## config.mk

```make
export PLATFORM = sky130hd
export DESIGN_NAME = sensor_channel_supervisor
export DESIGN_NICKNAME = d
export VERILOG_FILES = /design/src/hw/rtl/scs_pkg.sv /design/src/hw/rtl/sensor_channel_supervisor.sv /design/src/hw/rtl/scs_cfg.sv /design/src/hw/rtl/scs_step.sv
export SDC_FILE = /design/constraint.sdc
export NUM_CORES = 1
export LEC_CHECK = 0
export BUFFER_PORTS_ARGS = -buffer_cell sky130_fd_sc_hd__buf_4
export CORE_UTILIZATION = 60
export DETAILED_ROUTE_END_ITERATION = 8
export GPL_TIMING_DRIVEN = 1
export PLACE_DENSITY_LB_ADDON = 0.25
export SETUP_SLACK_MARGIN = 0.1
export SLEW_MARGIN = 15
export SYNTH_ARGS = -nofsm -noshare
export SYNTH_HDL_FRONTEND = slang
export SYNTH_HIERARCHICAL = 1
export SYNTH_SLANG_ARGS = --single-unit
```

## constraint.sdc

```tcl
create_clock -name i_clk -period 22.4 [get_ports i_clk]
set_input_delay 2.24 -clock i_clk [delete_from_list [all_inputs] [get_ports i_clk]]
set_output_delay 2.24 -clock i_clk [all_outputs]
set_load 0.02 [all_outputs]
```

## src/hw/rtl/scs_pkg.sv

```systemverilog
// Shared types, constants and arithmetic helpers of the sensor channel supervisor.
package scs_pkg;

    // Tolerances and filter gain.
    localparam int MAX_RETRIES      = 3;
    localparam int MAX_BAD_SAMPLES  = 3;
    localparam int STABLE_THRESHOLD = 5;
    localparam int EMA_ALPHA        = 51;

    localparam logic [2:0] MAX_RETRIES_C     = 3'(MAX_RETRIES);
    localparam logic [2:0] MAX_BAD_SAMPLES_C = 3'(MAX_BAD_SAMPLES);
    localparam logic [3:0] STABLE_C          = 4'(STABLE_THRESHOLD);
    localparam logic [8:0] EMA_ALPHA_C       = 9'(EMA_ALPHA);

    // Difference is 17 bits signed, gain is up to 9 bits unsigned.
    localparam int PROD_W = 27;

    // Stream widths.
    localparam int IN_TDATA_W  = 72;
    localparam int OUT_TDATA_W = 40;
    localparam int CFG_IDX_W   = 3;
    localparam int CFG_DATA_W  = 32;

    // Configuration register indexes.
    typedef enum logic [CFG_IDX_W-1:0] {
        CFG_TEMP_LOW   = 3'd0,
        CFG_TEMP_HIGH  = 3'd1,
        CFG_HUM_LOW    = 3'd2,
        CFG_HUM_HIGH   = 3'd3,
        CFG_PROBE_INTV = 3'd4,
        CFG_DEAD_INTV  = 3'd5,
        CFG_TEMP_OFS   = 3'd6,
        CFG_HUM_OFS    = 3'd7
    } t_cfg_idx;

    // Configuration reset values.
    localparam logic signed [14:0] TEMP_LOW_RST   = -15'sd4000;
    localparam logic signed [14:0] TEMP_HIGH_RST  = 15'sd8500;
    localparam logic [13:0]        HUM_LOW_RST    = 14'd0;
    localparam logic [13:0]        HUM_HIGH_RST   = 14'd10000;
    localparam logic [31:0]        PROBE_INTV_RST = 32'd5000;
    localparam logic [31:0]        DEAD_INTV_RST  = 32'd3600000;
    localparam logic signed [11:0] OFS_RST        = 12'sd0;

    typedef struct packed {
        logic signed [14:0] temp_low;
        logic signed [14:0] temp_high;
        logic [13:0]        hum_low;
        logic [13:0]        hum_high;
        logic [31:0]        probe_intv;
        logic [31:0]        dead_intv;
        logic signed [11:0] temp_ofs;
        logic signed [11:0] hum_ofs;
    } t_cfg;

    typedef struct packed {
        logic [31:0]        now_ms;
        logic               probe_ok;
        logic               sample_nan;
        logic signed [15:0] temp_sample;
        logic signed [15:0] raw_hum;
    } t_item;

    typedef struct packed {
        logic               sensor_ok;
        logic               data_valid;
        logic signed [15:0] temp_out;
        logic signed [15:0] hum_out;
        logic               stable;
        logic               responded;
        logic               probed;
        logic               budget_spent;
    } t_result;

    typedef struct packed {
        logic               present;
        logic [2:0]         retry_count;
        logic [31:0]        last_probe_time;
        logic [31:0]        last_grant_time;
        logic [2:0]         bad_count;
        logic [3:0]         stab_count;
        logic               primed;
        logic signed [15:0] filt_temp;
        logic signed [15:0] filt_hum;
        logic               valid;
        logic signed [15:0] held_temp;
        logic signed [15:0] held_hum;
    } t_state;

    // One EMA step: f + floor(alpha * (x - f) / 256). The result lies between f and x,
    // so the 16-bit wrap of the final add is exact.
    function automatic logic signed [15:0] f_ema(input logic signed [15:0] f,
                                                 input logic signed [15:0] x);
        logic signed [16:0]        diff;
        logic signed [PROD_W-1:0]  prod;
        logic signed [PROD_W-9:0]  step;
        diff = $signed({x[15], x}) - $signed({f[15], f});
        prod = diff * $signed({1'b0, EMA_ALPHA_C});
        step = (PROD_W-8)'(prod >>> 8);
        return f + step[15:0];
    endfunction

    // Clamp a 17-bit signed sum to the 16-bit signed range.
    function automatic logic signed [15:0] f_sat16(input logic signed [16:0] v);
        logic signed [15:0] res;
        if (v[16] != v[15]) begin
            res = v[16] ? 16'sh8000 : 16'sh7FFF;
        end else begin
            res = v[15:0];
        end
        return res;
    endfunction

    // Filtered value plus a 12-bit calibration offset, saturated.
    function automatic logic signed [15:0] f_add_ofs(input logic signed [15:0] f,
                                                     input logic signed [11:0] ofs);
        logic signed [16:0] sum;
        sum = $signed({f[15], f}) + $signed({{5{ofs[11]}}, ofs});
        return f_sat16(sum);
    endfunction

endpackage

```

## src/hw/rtl/sensor_channel_supervisor.sv

```systemverilog
// Top level of the sensor channel supervisor: stream ports, pipeline registers and state.
//
// The block supervises one temperature and humidity sensor, one transaction per sensor
// update. A sensor marked failed is re-probed whenever probe_interval_ms has passed since
// the last probe, up to MAX_RETRIES times; after that a fresh retry budget is granted once
// dead_interval_ms has passed since the last grant. Samples of a present sensor are checked
// for NaN and against the configured limits; MAX_BAD_SAMPLES bad samples in a row drop the
// sensor. Good samples go through a primed exponential filter with a gain of EMA_ALPHA/256,
// then get the calibration offsets added with saturation to 16 bits. The block takes one
// transaction per clock cycle while the downstream side drains the output register: the
// input register feeds combinational next-state logic that writes the state and the output
// register together, so a result passes through the input register and then the output
// register, and the input side keeps accepting while a result waits in the output register
// as long as the downstream side drains it. Configuration writes take effect at the next
// edge and should be made while no transaction is in flight.
module sensor_channel_supervisor (
    input  logic                              i_clk,
    input  logic                              i_rst_n,
    // Input stream.
    input  logic                              i_s_tvalid,
    output logic                              o_s_tready,
    // tdata from bit 0: now_ms[31:0], probe_ok, temp_sample[15:0], raw_hum[15:0], zero fill.
    input  logic [scs_pkg::IN_TDATA_W-1:0]    i_s_tdata,
    // tuser: sample_nan.
    input  logic                              i_s_tuser,
    // Output stream.
    output logic                              o_m_tvalid,
    input  logic                              i_m_tready,
    // tdata from bit 0: sensor_ok, temp_out[15:0], hum_out[15:0], stable, responded,
    // probed, budget_spent, zero fill.
    output logic [scs_pkg::OUT_TDATA_W-1:0]   o_m_tdata,
    // tuser: data_valid.
    output logic                              o_m_tuser,
    // Configuration write port.
    input  logic                              i_cfg_we,
    input  logic [scs_pkg::CFG_IDX_W-1:0]     i_cfg_idx,
    input  logic [scs_pkg::CFG_DATA_W-1:0]    i_cfg_wdata
);
    import scs_pkg::*;

    t_cfg    cfg;
    t_item   in_item;
    t_state  n_state;
    t_result n_result;

    logic    r_in_valid;
    t_item   r_in_item;
    t_state  r_state;
    logic    r_out_valid;
    t_result r_out;

    logic    out_free;
    logic    fire;
    logic    accept;

    // Unpack the incoming transaction.
    assign in_item.now_ms      = i_s_tdata[31:0];
    assign in_item.probe_ok    = i_s_tdata[32];
    assign in_item.sample_nan  = i_s_tuser;
    assign in_item.temp_sample = $signed(i_s_tdata[48:33]);
    assign in_item.raw_hum     = $signed(i_s_tdata[64:49]);

    // The output register is free when empty or drained in this cycle. The staged item
    // is processed whenever its result has a place to go.
    assign out_free   = !r_out_valid || i_m_tready;
    assign fire       = r_in_valid && out_free;
    assign o_s_tready = !r_in_valid || out_free;
    assign accept     = i_s_tvalid && o_s_tready;

    scs_cfg u_cfg (
        .i_clk       (i_clk),
        .i_rst_n     (i_rst_n),
        .i_cfg_we    (i_cfg_we),
        .i_cfg_idx   (i_cfg_idx),
        .i_cfg_wdata (i_cfg_wdata),
        .o_cfg       (cfg)
    );

    scs_step u_step (
        .i_state  (r_state),
        .i_item   (r_in_item),
        .i_cfg    (cfg),
        .o_state  (n_state),
        .o_result (n_result)
    );

    // Input register.
    always_ff @(posedge i_clk) begin
        if (!i_rst_n) begin
            r_in_valid <= 1'b0;
        end else if (accept) begin
            r_in_valid <= 1'b1;
        end else if (fire) begin
            r_in_valid <= 1'b0;
        end
        if (accept) begin
            r_in_item <= in_item;
        end
    end

    // Supervisor state; every field resets to zero.
    always_ff @(posedge i_clk) begin
        if (!i_rst_n) begin
            r_state <= '0;
        end else if (fire) begin
            r_state <= n_state;
        end
    end

    // Output register.
    always_ff @(posedge i_clk) begin
        if (!i_rst_n) begin
            r_out_valid <= 1'b0;
        end else if (fire) begin
            r_out_valid <= 1'b1;
        end else if (i_m_tready) begin
            r_out_valid <= 1'b0;
        end
        if (fire) begin
            r_out <= n_result;
        end
    end

    assign o_m_tvalid = r_out_valid;
    assign o_m_tuser  = r_out.data_valid;
    assign o_m_tdata  = {3'b000, r_out.budget_spent, r_out.probed, r_out.responded,
                         r_out.stable, r_out.hum_out, r_out.temp_out, r_out.sensor_ok};

    // Held data can only be valid while the sensor counts as present.
    a_valid_needs_present: assert property (@(posedge i_clk) disable iff (!i_rst_n)
        r_state.valid |-> r_state.present)
        else $error("valid flag set while sensor absent");

    // The retry and stability counters never pass their limits.
    a_counter_bounds: assert property (@(posedge i_clk) disable iff (!i_rst_n)
        (r_state.retry_count <= MAX_RETRIES_C) && (r_state.stab_count <= STABLE_C))
        else $error("retry or stability counter out of range");

    // A processed item always leaves a result in the output register.
    a_fire_fills_output: assert property (@(posedge i_clk) disable iff (!i_rst_n)
        fire |=> r_out_valid)
        else $error("processed item produced no result");

    // A spent budget is only reported for an absent sensor.
    a_budget_absent: assert property (@(posedge i_clk) disable iff (!i_rst_n)
        r_out_valid |-> !(r_out.budget_spent && r_out.sensor_ok))
        else $error("budget spent reported for a present sensor");

endmodule

```

## src/hw/rtl/scs_cfg.sv

```systemverilog
// Configuration register file of the sensor channel supervisor.
module scs_cfg (
    input  logic                          i_clk,
    input  logic                          i_rst_n,
    input  logic                          i_cfg_we,
    input  logic [scs_pkg::CFG_IDX_W-1:0]  i_cfg_idx,
    input  logic [scs_pkg::CFG_DATA_W-1:0] i_cfg_wdata,
    output scs_pkg::t_cfg                 o_cfg
);
    import scs_pkg::*;

    t_cfg r_cfg;

    always_ff @(posedge i_clk) begin
        if (!i_rst_n) begin
            r_cfg.temp_low   <= TEMP_LOW_RST;
            r_cfg.temp_high  <= TEMP_HIGH_RST;
            r_cfg.hum_low    <= HUM_LOW_RST;
            r_cfg.hum_high   <= HUM_HIGH_RST;
            r_cfg.probe_intv <= PROBE_INTV_RST;
            r_cfg.dead_intv  <= DEAD_INTV_RST;
            r_cfg.temp_ofs   <= OFS_RST;
            r_cfg.hum_ofs    <= OFS_RST;
        end else if (i_cfg_we) begin
            unique case (t_cfg_idx'(i_cfg_idx))
                CFG_TEMP_LOW:   r_cfg.temp_low   <= $signed(i_cfg_wdata[14:0]);
                CFG_TEMP_HIGH:  r_cfg.temp_high  <= $signed(i_cfg_wdata[14:0]);
                CFG_HUM_LOW:    r_cfg.hum_low    <= i_cfg_wdata[13:0];
                CFG_HUM_HIGH:   r_cfg.hum_high   <= i_cfg_wdata[13:0];
                CFG_PROBE_INTV: r_cfg.probe_intv <= i_cfg_wdata;
                CFG_DEAD_INTV:  r_cfg.dead_intv  <= i_cfg_wdata;
                CFG_TEMP_OFS:   r_cfg.temp_ofs   <= $signed(i_cfg_wdata[11:0]);
                CFG_HUM_OFS:    r_cfg.hum_ofs    <= $signed(i_cfg_wdata[11:0]);
                default: ;
            endcase
        end
    end

    assign o_cfg = r_cfg;

endmodule

```

## src/hw/rtl/scs_step.sv

```systemverilog
// Next-state and result logic for one sensor update.
module scs_step (
    input  scs_pkg::t_state  i_state,
    input  scs_pkg::t_item   i_item,
    input  scs_pkg::t_cfg    i_cfg,
    output scs_pkg::t_state  o_state,
    output scs_pkg::t_result o_result
);
    import scs_pkg::*;

    logic               probe_due;
    logic               grant_due;
    logic               in_range;
    logic               good;
    logic [31:0]        probe_age;
    logic [31:0]        grant_age;
    logic signed [15:0] hum_lo_s;
    logic signed [15:0] hum_hi_s;
    logic signed [15:0] temp_lo_s;
    logic signed [15:0] temp_hi_s;
    logic signed [15:0] ema_temp;
    logic signed [15:0] ema_hum;
    logic [2:0]         bad_inc;
    t_state             st;
    logic               responded;

    assign probe_age = i_item.now_ms - i_state.last_probe_time;
    assign grant_age = i_item.now_ms - i_state.last_grant_time;
    assign temp_lo_s = $signed({i_cfg.temp_low[14], i_cfg.temp_low});
    assign temp_hi_s = $signed({i_cfg.temp_high[14], i_cfg.temp_high});
    assign hum_lo_s  = $signed({2'b00, i_cfg.hum_low});
    assign hum_hi_s  = $signed({2'b00, i_cfg.hum_high});
    assign in_range  = (i_item.temp_sample >= temp_lo_s) &&
                       (i_item.temp_sample <= temp_hi_s) &&
                       (i_item.raw_hum >= hum_lo_s) && (i_item.raw_hum <= hum_hi_s);
    assign good      = !i_item.sample_nan && in_range;
    assign ema_temp  = f_ema(i_state.filt_temp, i_item.temp_sample);
    assign ema_hum   = f_ema(i_state.filt_hum, i_item.raw_hum);
    assign probe_due = !i_state.present && (i_state.retry_count < MAX_RETRIES_C) &&
                       (probe_age >= i_cfg.probe_intv);

    always_comb begin
        st        = i_state;
        responded = 1'b0;
        grant_due = 1'b0;
        bad_inc   = i_state.bad_count + 3'd1;

        // Re-probe of an absent sensor.
        if (probe_due) begin
            st.last_probe_time = i_item.now_ms;
            if (i_item.probe_ok) begin
                st.present     = 1'b1;
                st.retry_count = 3'd0;
                st.primed      = 1'b0;
                responded      = 1'b1;
            end else begin
                st.retry_count = i_state.retry_count + 3'd1;
            end
        end

        // Fresh retry budget after the long interval.
        if (!st.present && (st.retry_count >= MAX_RETRIES_C) &&
            (grant_age >= i_cfg.dead_intv)) begin
            grant_due          = 1'b1;
            st.last_grant_time = i_item.now_ms;
            st.retry_count     = 3'd0;
        end

        // Sample check and filtering.
        if (st.present) begin
            if (good) begin
                responded    = 1'b1;
                st.bad_count = 3'd0;
                if (!st.primed) begin
                    st.filt_temp = i_item.temp_sample;
                    st.filt_hum  = i_item.raw_hum;
                    st.primed    = 1'b1;
                end else begin
                    st.filt_temp = ema_temp;
                    st.filt_hum  = ema_hum;
                end
                st.held_temp = f_add_ofs(st.filt_temp, i_cfg.temp_ofs);
                st.held_hum  = f_add_ofs(st.filt_hum, i_cfg.hum_ofs);
                st.valid     = 1'b1;
                if (st.stab_count < STABLE_C) begin
                    st.stab_count = st.stab_count + 4'd1;
                end
            end else if (bad_inc >= MAX_BAD_SAMPLES_C) begin
                st.present     = 1'b0;
                st.retry_count = 3'd0;
                st.stab_count  = 4'd0;
                st.bad_count   = 3'd0;
                st.valid       = 1'b0;
                st.primed      = 1'b0;
            end else begin
                st.bad_count = bad_inc;
                st.valid     = 1'b0;
            end
        end
    end

    assign o_state               = st;
    assign o_result.sensor_ok    = st.present;
    assign o_result.data_valid   = st.valid;
    assign o_result.temp_out     = st.held_temp;
    assign o_result.hum_out      = st.held_hum;
    assign o_result.stable       = (st.stab_count >= STABLE_C);
    assign o_result.responded    = responded;
    assign o_result.probed       = probe_due;
    assign o_result.budget_spent = !st.present && (st.retry_count >= MAX_RETRIES_C) &&
                                   !(grant_due && st.retry_count != 3'd0);

endmodule
```

==> results.toml <==
[status]
outcome = "completed"

[cts]
clk_pin_slew_worst_paths_ns = 0.06
tritoncts = "built"
clkSinkCount = 393
post_cts_resized = 0
cts_made_buffers = 46
root_buffer = "clkbuf_16"
htree_levels = 2
cts_hold_buf = 0
insertion_delay_ns = 0.60
cts_setup_buffers = 0
cts_buffer_depth = 3

[sta]
worst_pin_slew_ns = 1.05
drv_slew = 0
fin_ws_ns = 10.36
finalSetupViolations = 0
clock_skew_ns = 0.0225
holdWs_ns = 0.456
hold_viol_final = 0
rsz0062_at_grt = "no"
timing.fmax_ghz = 0.0830
timing.slew.headroom_pct = 29.7
fin_crit_ns = 12.04
timing.final.crit_share_pct = 53.8
tns_ns = 0

[worst_setup_path]
required_ns = 22.92
slowest_delay_ns = 0.62
criticalPathCategory = "register to register"
cp.arrival_ns = 12.56
crit_path_top_delay_cell = "o41ai_1"
setup.worst_path.end = "r_state[29]"
worstPathMaxFanout = 11
timing.rr.end = "r_state[29]"
startpoint = "r_in_item[22]"
r2r_cells = 44
crit_family = "compound AO/OA/AOI/OAI gates"
reg2reg_slack_ns = 10.36
crit_cells = 44
r2r-start = "r_in_item[22]"
critPathMostFrequentCell = "ha_1"
endpoint_kind = "register"
startpoint_type = "register"
path_buf_inv = 5

[global_routing]
grt_start_max_net_pins = 146
grt_pass1_vias = 23400
globalRouteTotalUtil_pct = 27.4
antenna_found_initial = 4
grt_pass1_wl_um = 119000
overflow = 0

[yosys]
synth.distinct_cells = 81
ys.flop_type = "dfxtp_1"
synth_warnings = 6
synth_top_area_share_pct = 18.2
netlist.top_cell.by_area = "dfxtp_1"
syn_area_sq_um = 31800
avgSynthCellArea_sq_um = 8.75
ys_async_sr_fraction_pct = 0
synth-edff-count = 104
yosysSeqAreaShare_pct = 28.0
synth_seq_cells = 393
yosys-top-cells-area = "dfxtp_1 18%, ha_1 17%, edfxtp_1 9.8%, mux2i_1 9.1%, nand2_1 6.8%"
syn_inst = 3635

[floorplan]
die_h_um = 232
initial_core_util_pct = 60.7
die_area_sq_um = 54000
row_count = 84
core-area_sq_um = 52400
die_w_um = 232
io_pins = 156

[place]
pre_cts_slack_ns = 10.43
place.gp.congestion = 0.895
io_buffers = 145
dp_hpwl_um = 55900

[drt]
vias = 24700
dr.pass1.iters = 7
ant_nets = 0
vias_per_cell = 5.60
wl_per_cell_um = 16.9
first_iter_violations = 1404
drc = 0
wl_um = 74400

[power_and_ir_drop]
power.density_nw_per_um2 = 92.6
comb_power_share_pct = 50.7
seq_power_share_pct = 24.1
finalPower_mw = 3.20
clockPowerShare_pct = 25.2
internal-power_mw = 1.93
ir_drop_mv = 0.0777
p_sw_mw = 1.27
switching_share_pct = 39.6
cellLeakagePower_nw = 15.6

[final_layout]
drive_gt1_share_pct = 9.85
synthToLayoutAreaGrowth_pct = 8.83
seq_area_sq_um = 8910
antenna_cells = 0
layout.nets = 4270
fill_cells = 4419
multiInputGateArea_sq_um = 20400

[job]
drv_cap = 0

[worst_hold_path]
min_path_type = "register to register"
power by group through the flow:
stage | Combinational, mW | Clock (mW) | Sequential [mW]
floorplan | 1.29 | 0 | 0.784
finish | 1.62 | 0.806 | 0.773
global route | 1.85 | 0.847 | 0.776
global placement | 1.57 | 0 | 0.788
CTS | 1.62 | 0.823 | 0.773
detailed placement | 1.60 | 0 | 0.789
worst min path at each step:
stage	cells after the start	start	slack, ns	endpoint
after floorplan	2	r_state[10]	0.43	r_state[10]
after global placement	2	r_state[7]	0.44	r_state[7]
after detailed placement	2	u_cfg/o_cfg[77]	0.45	u_cfg/o_cfg[77]
after CTS	2	r_state[126]	0.46	r_state[126]
after global routing	2	r_state[11]	0.47	r_state[11]
final	2	r_state[126]	0.46	r_state[126]
registers in the layout, summed over array words and instances (netlist names):
name and count:
r_in_item 66, o_m_tdata 37, o_m_tvalid 1, o_m_tuser 1, r_state 141, r_in_valid 1, u_cfg/o_cfg 146
per-layer routing:
layer,global-route usage [%],wire [um],up-vias
met5,0,48,-
met1,34.7,33500,11500
li1,-,-,12500
met2,47.8,35900,446
met3,3.02,2650,128
met4,9.52,2330,8
metrics by stage:
| step | util, % | instance area (sq um) | cells |
|---|---|---|---|
| final | 66.0 | 34600 | 4405 |
| after global routing | 66.0 | 34600 | 4405 |
| after floorplan | - | 31800 | 3637 |
| after detailed placement | 62.9 | 33000 | 4320 |
| after CTS | 66.0 | 34600 | 4405 |
| after global placement | 62.9 | 33000 | 4320 |
cells in the mapped netlist, drive strengths merged, types with 6 or more instances:
library cell    n
inv           415
nor2b          81
a31oi          12
nor2          106
o211ai         13
o31a            7
o21ai         175
a41oi           7
buf           101
clkbuf         63
xor2           71
nand3          41
a211oi         28
o31ai           9
a31o            9
xnor2         119
and4            9
and3           17
o221ai          9
nand3b          9
and2            9
mux2           92
or3            10
nand2         578
nor3           44
nand4          20
edfxtp        104
a2111oi         6
ha            427
nand2b         29
or2             7
a21o           82
mux2i         289
o21a           47
fa             50
o21bai         12
dfxtp         289
a21oi         164
layout make-up:
cell class	instances	share of cell area, %
Clock buffer	65	4.09
Clock inverter	20	0.654
Inverter	416	4.51
Multi-Input combinational cell	2664	59.0
Sequential cell	393	25.7
Tap cell	688	2.49
Timing Repair Buffer	159	3.51
logic make-up after synthesis:
logic type / share of synthesized area [%]
buffers and inverters: 7.85
adders and majority gates: 19.9
AOI/OAI and AO/OA: 12.5
muxes: 12.3
other: 0.0118
and+or+nand+nor: 14.0
xor gates and xnor gates: 5.30
DFF: 28.0
worst min-delay path, cell delays in order, from the launching register on:
cell	delay (ns)
dfxtp_1	0.31
nand2_1	0.05
mux2i_1	0.05
cell usage in the layout (no fill, tap or decap), types with 17 or more instances in the layout:
master,Yosys,final
dfxtp_1,289,289
xnor2_1,119,119
inv_1,414,414
nor2b_1,80,79
buf_4,51,157
o21ai_0,171,171
nand3_1,41,41
a211oi_1,27,27
ha_1,427,427
fa_1,50,50
nor2_1,106,106
clkbuf_16,0,50
xor2_1,71,71
mux2i_1,289,289
nand2b_1,29,28
mux2_2,92,92
nand4_1,19,19
and3_1,17,17
edfxtp_1,104,104
nand2_1,578,577
o21a_1,47,47
a21oi_1,164,164
nor3_1,44,44
a21o_1,82,82
No activity file was read; power rests on OpenSTA's default activity.
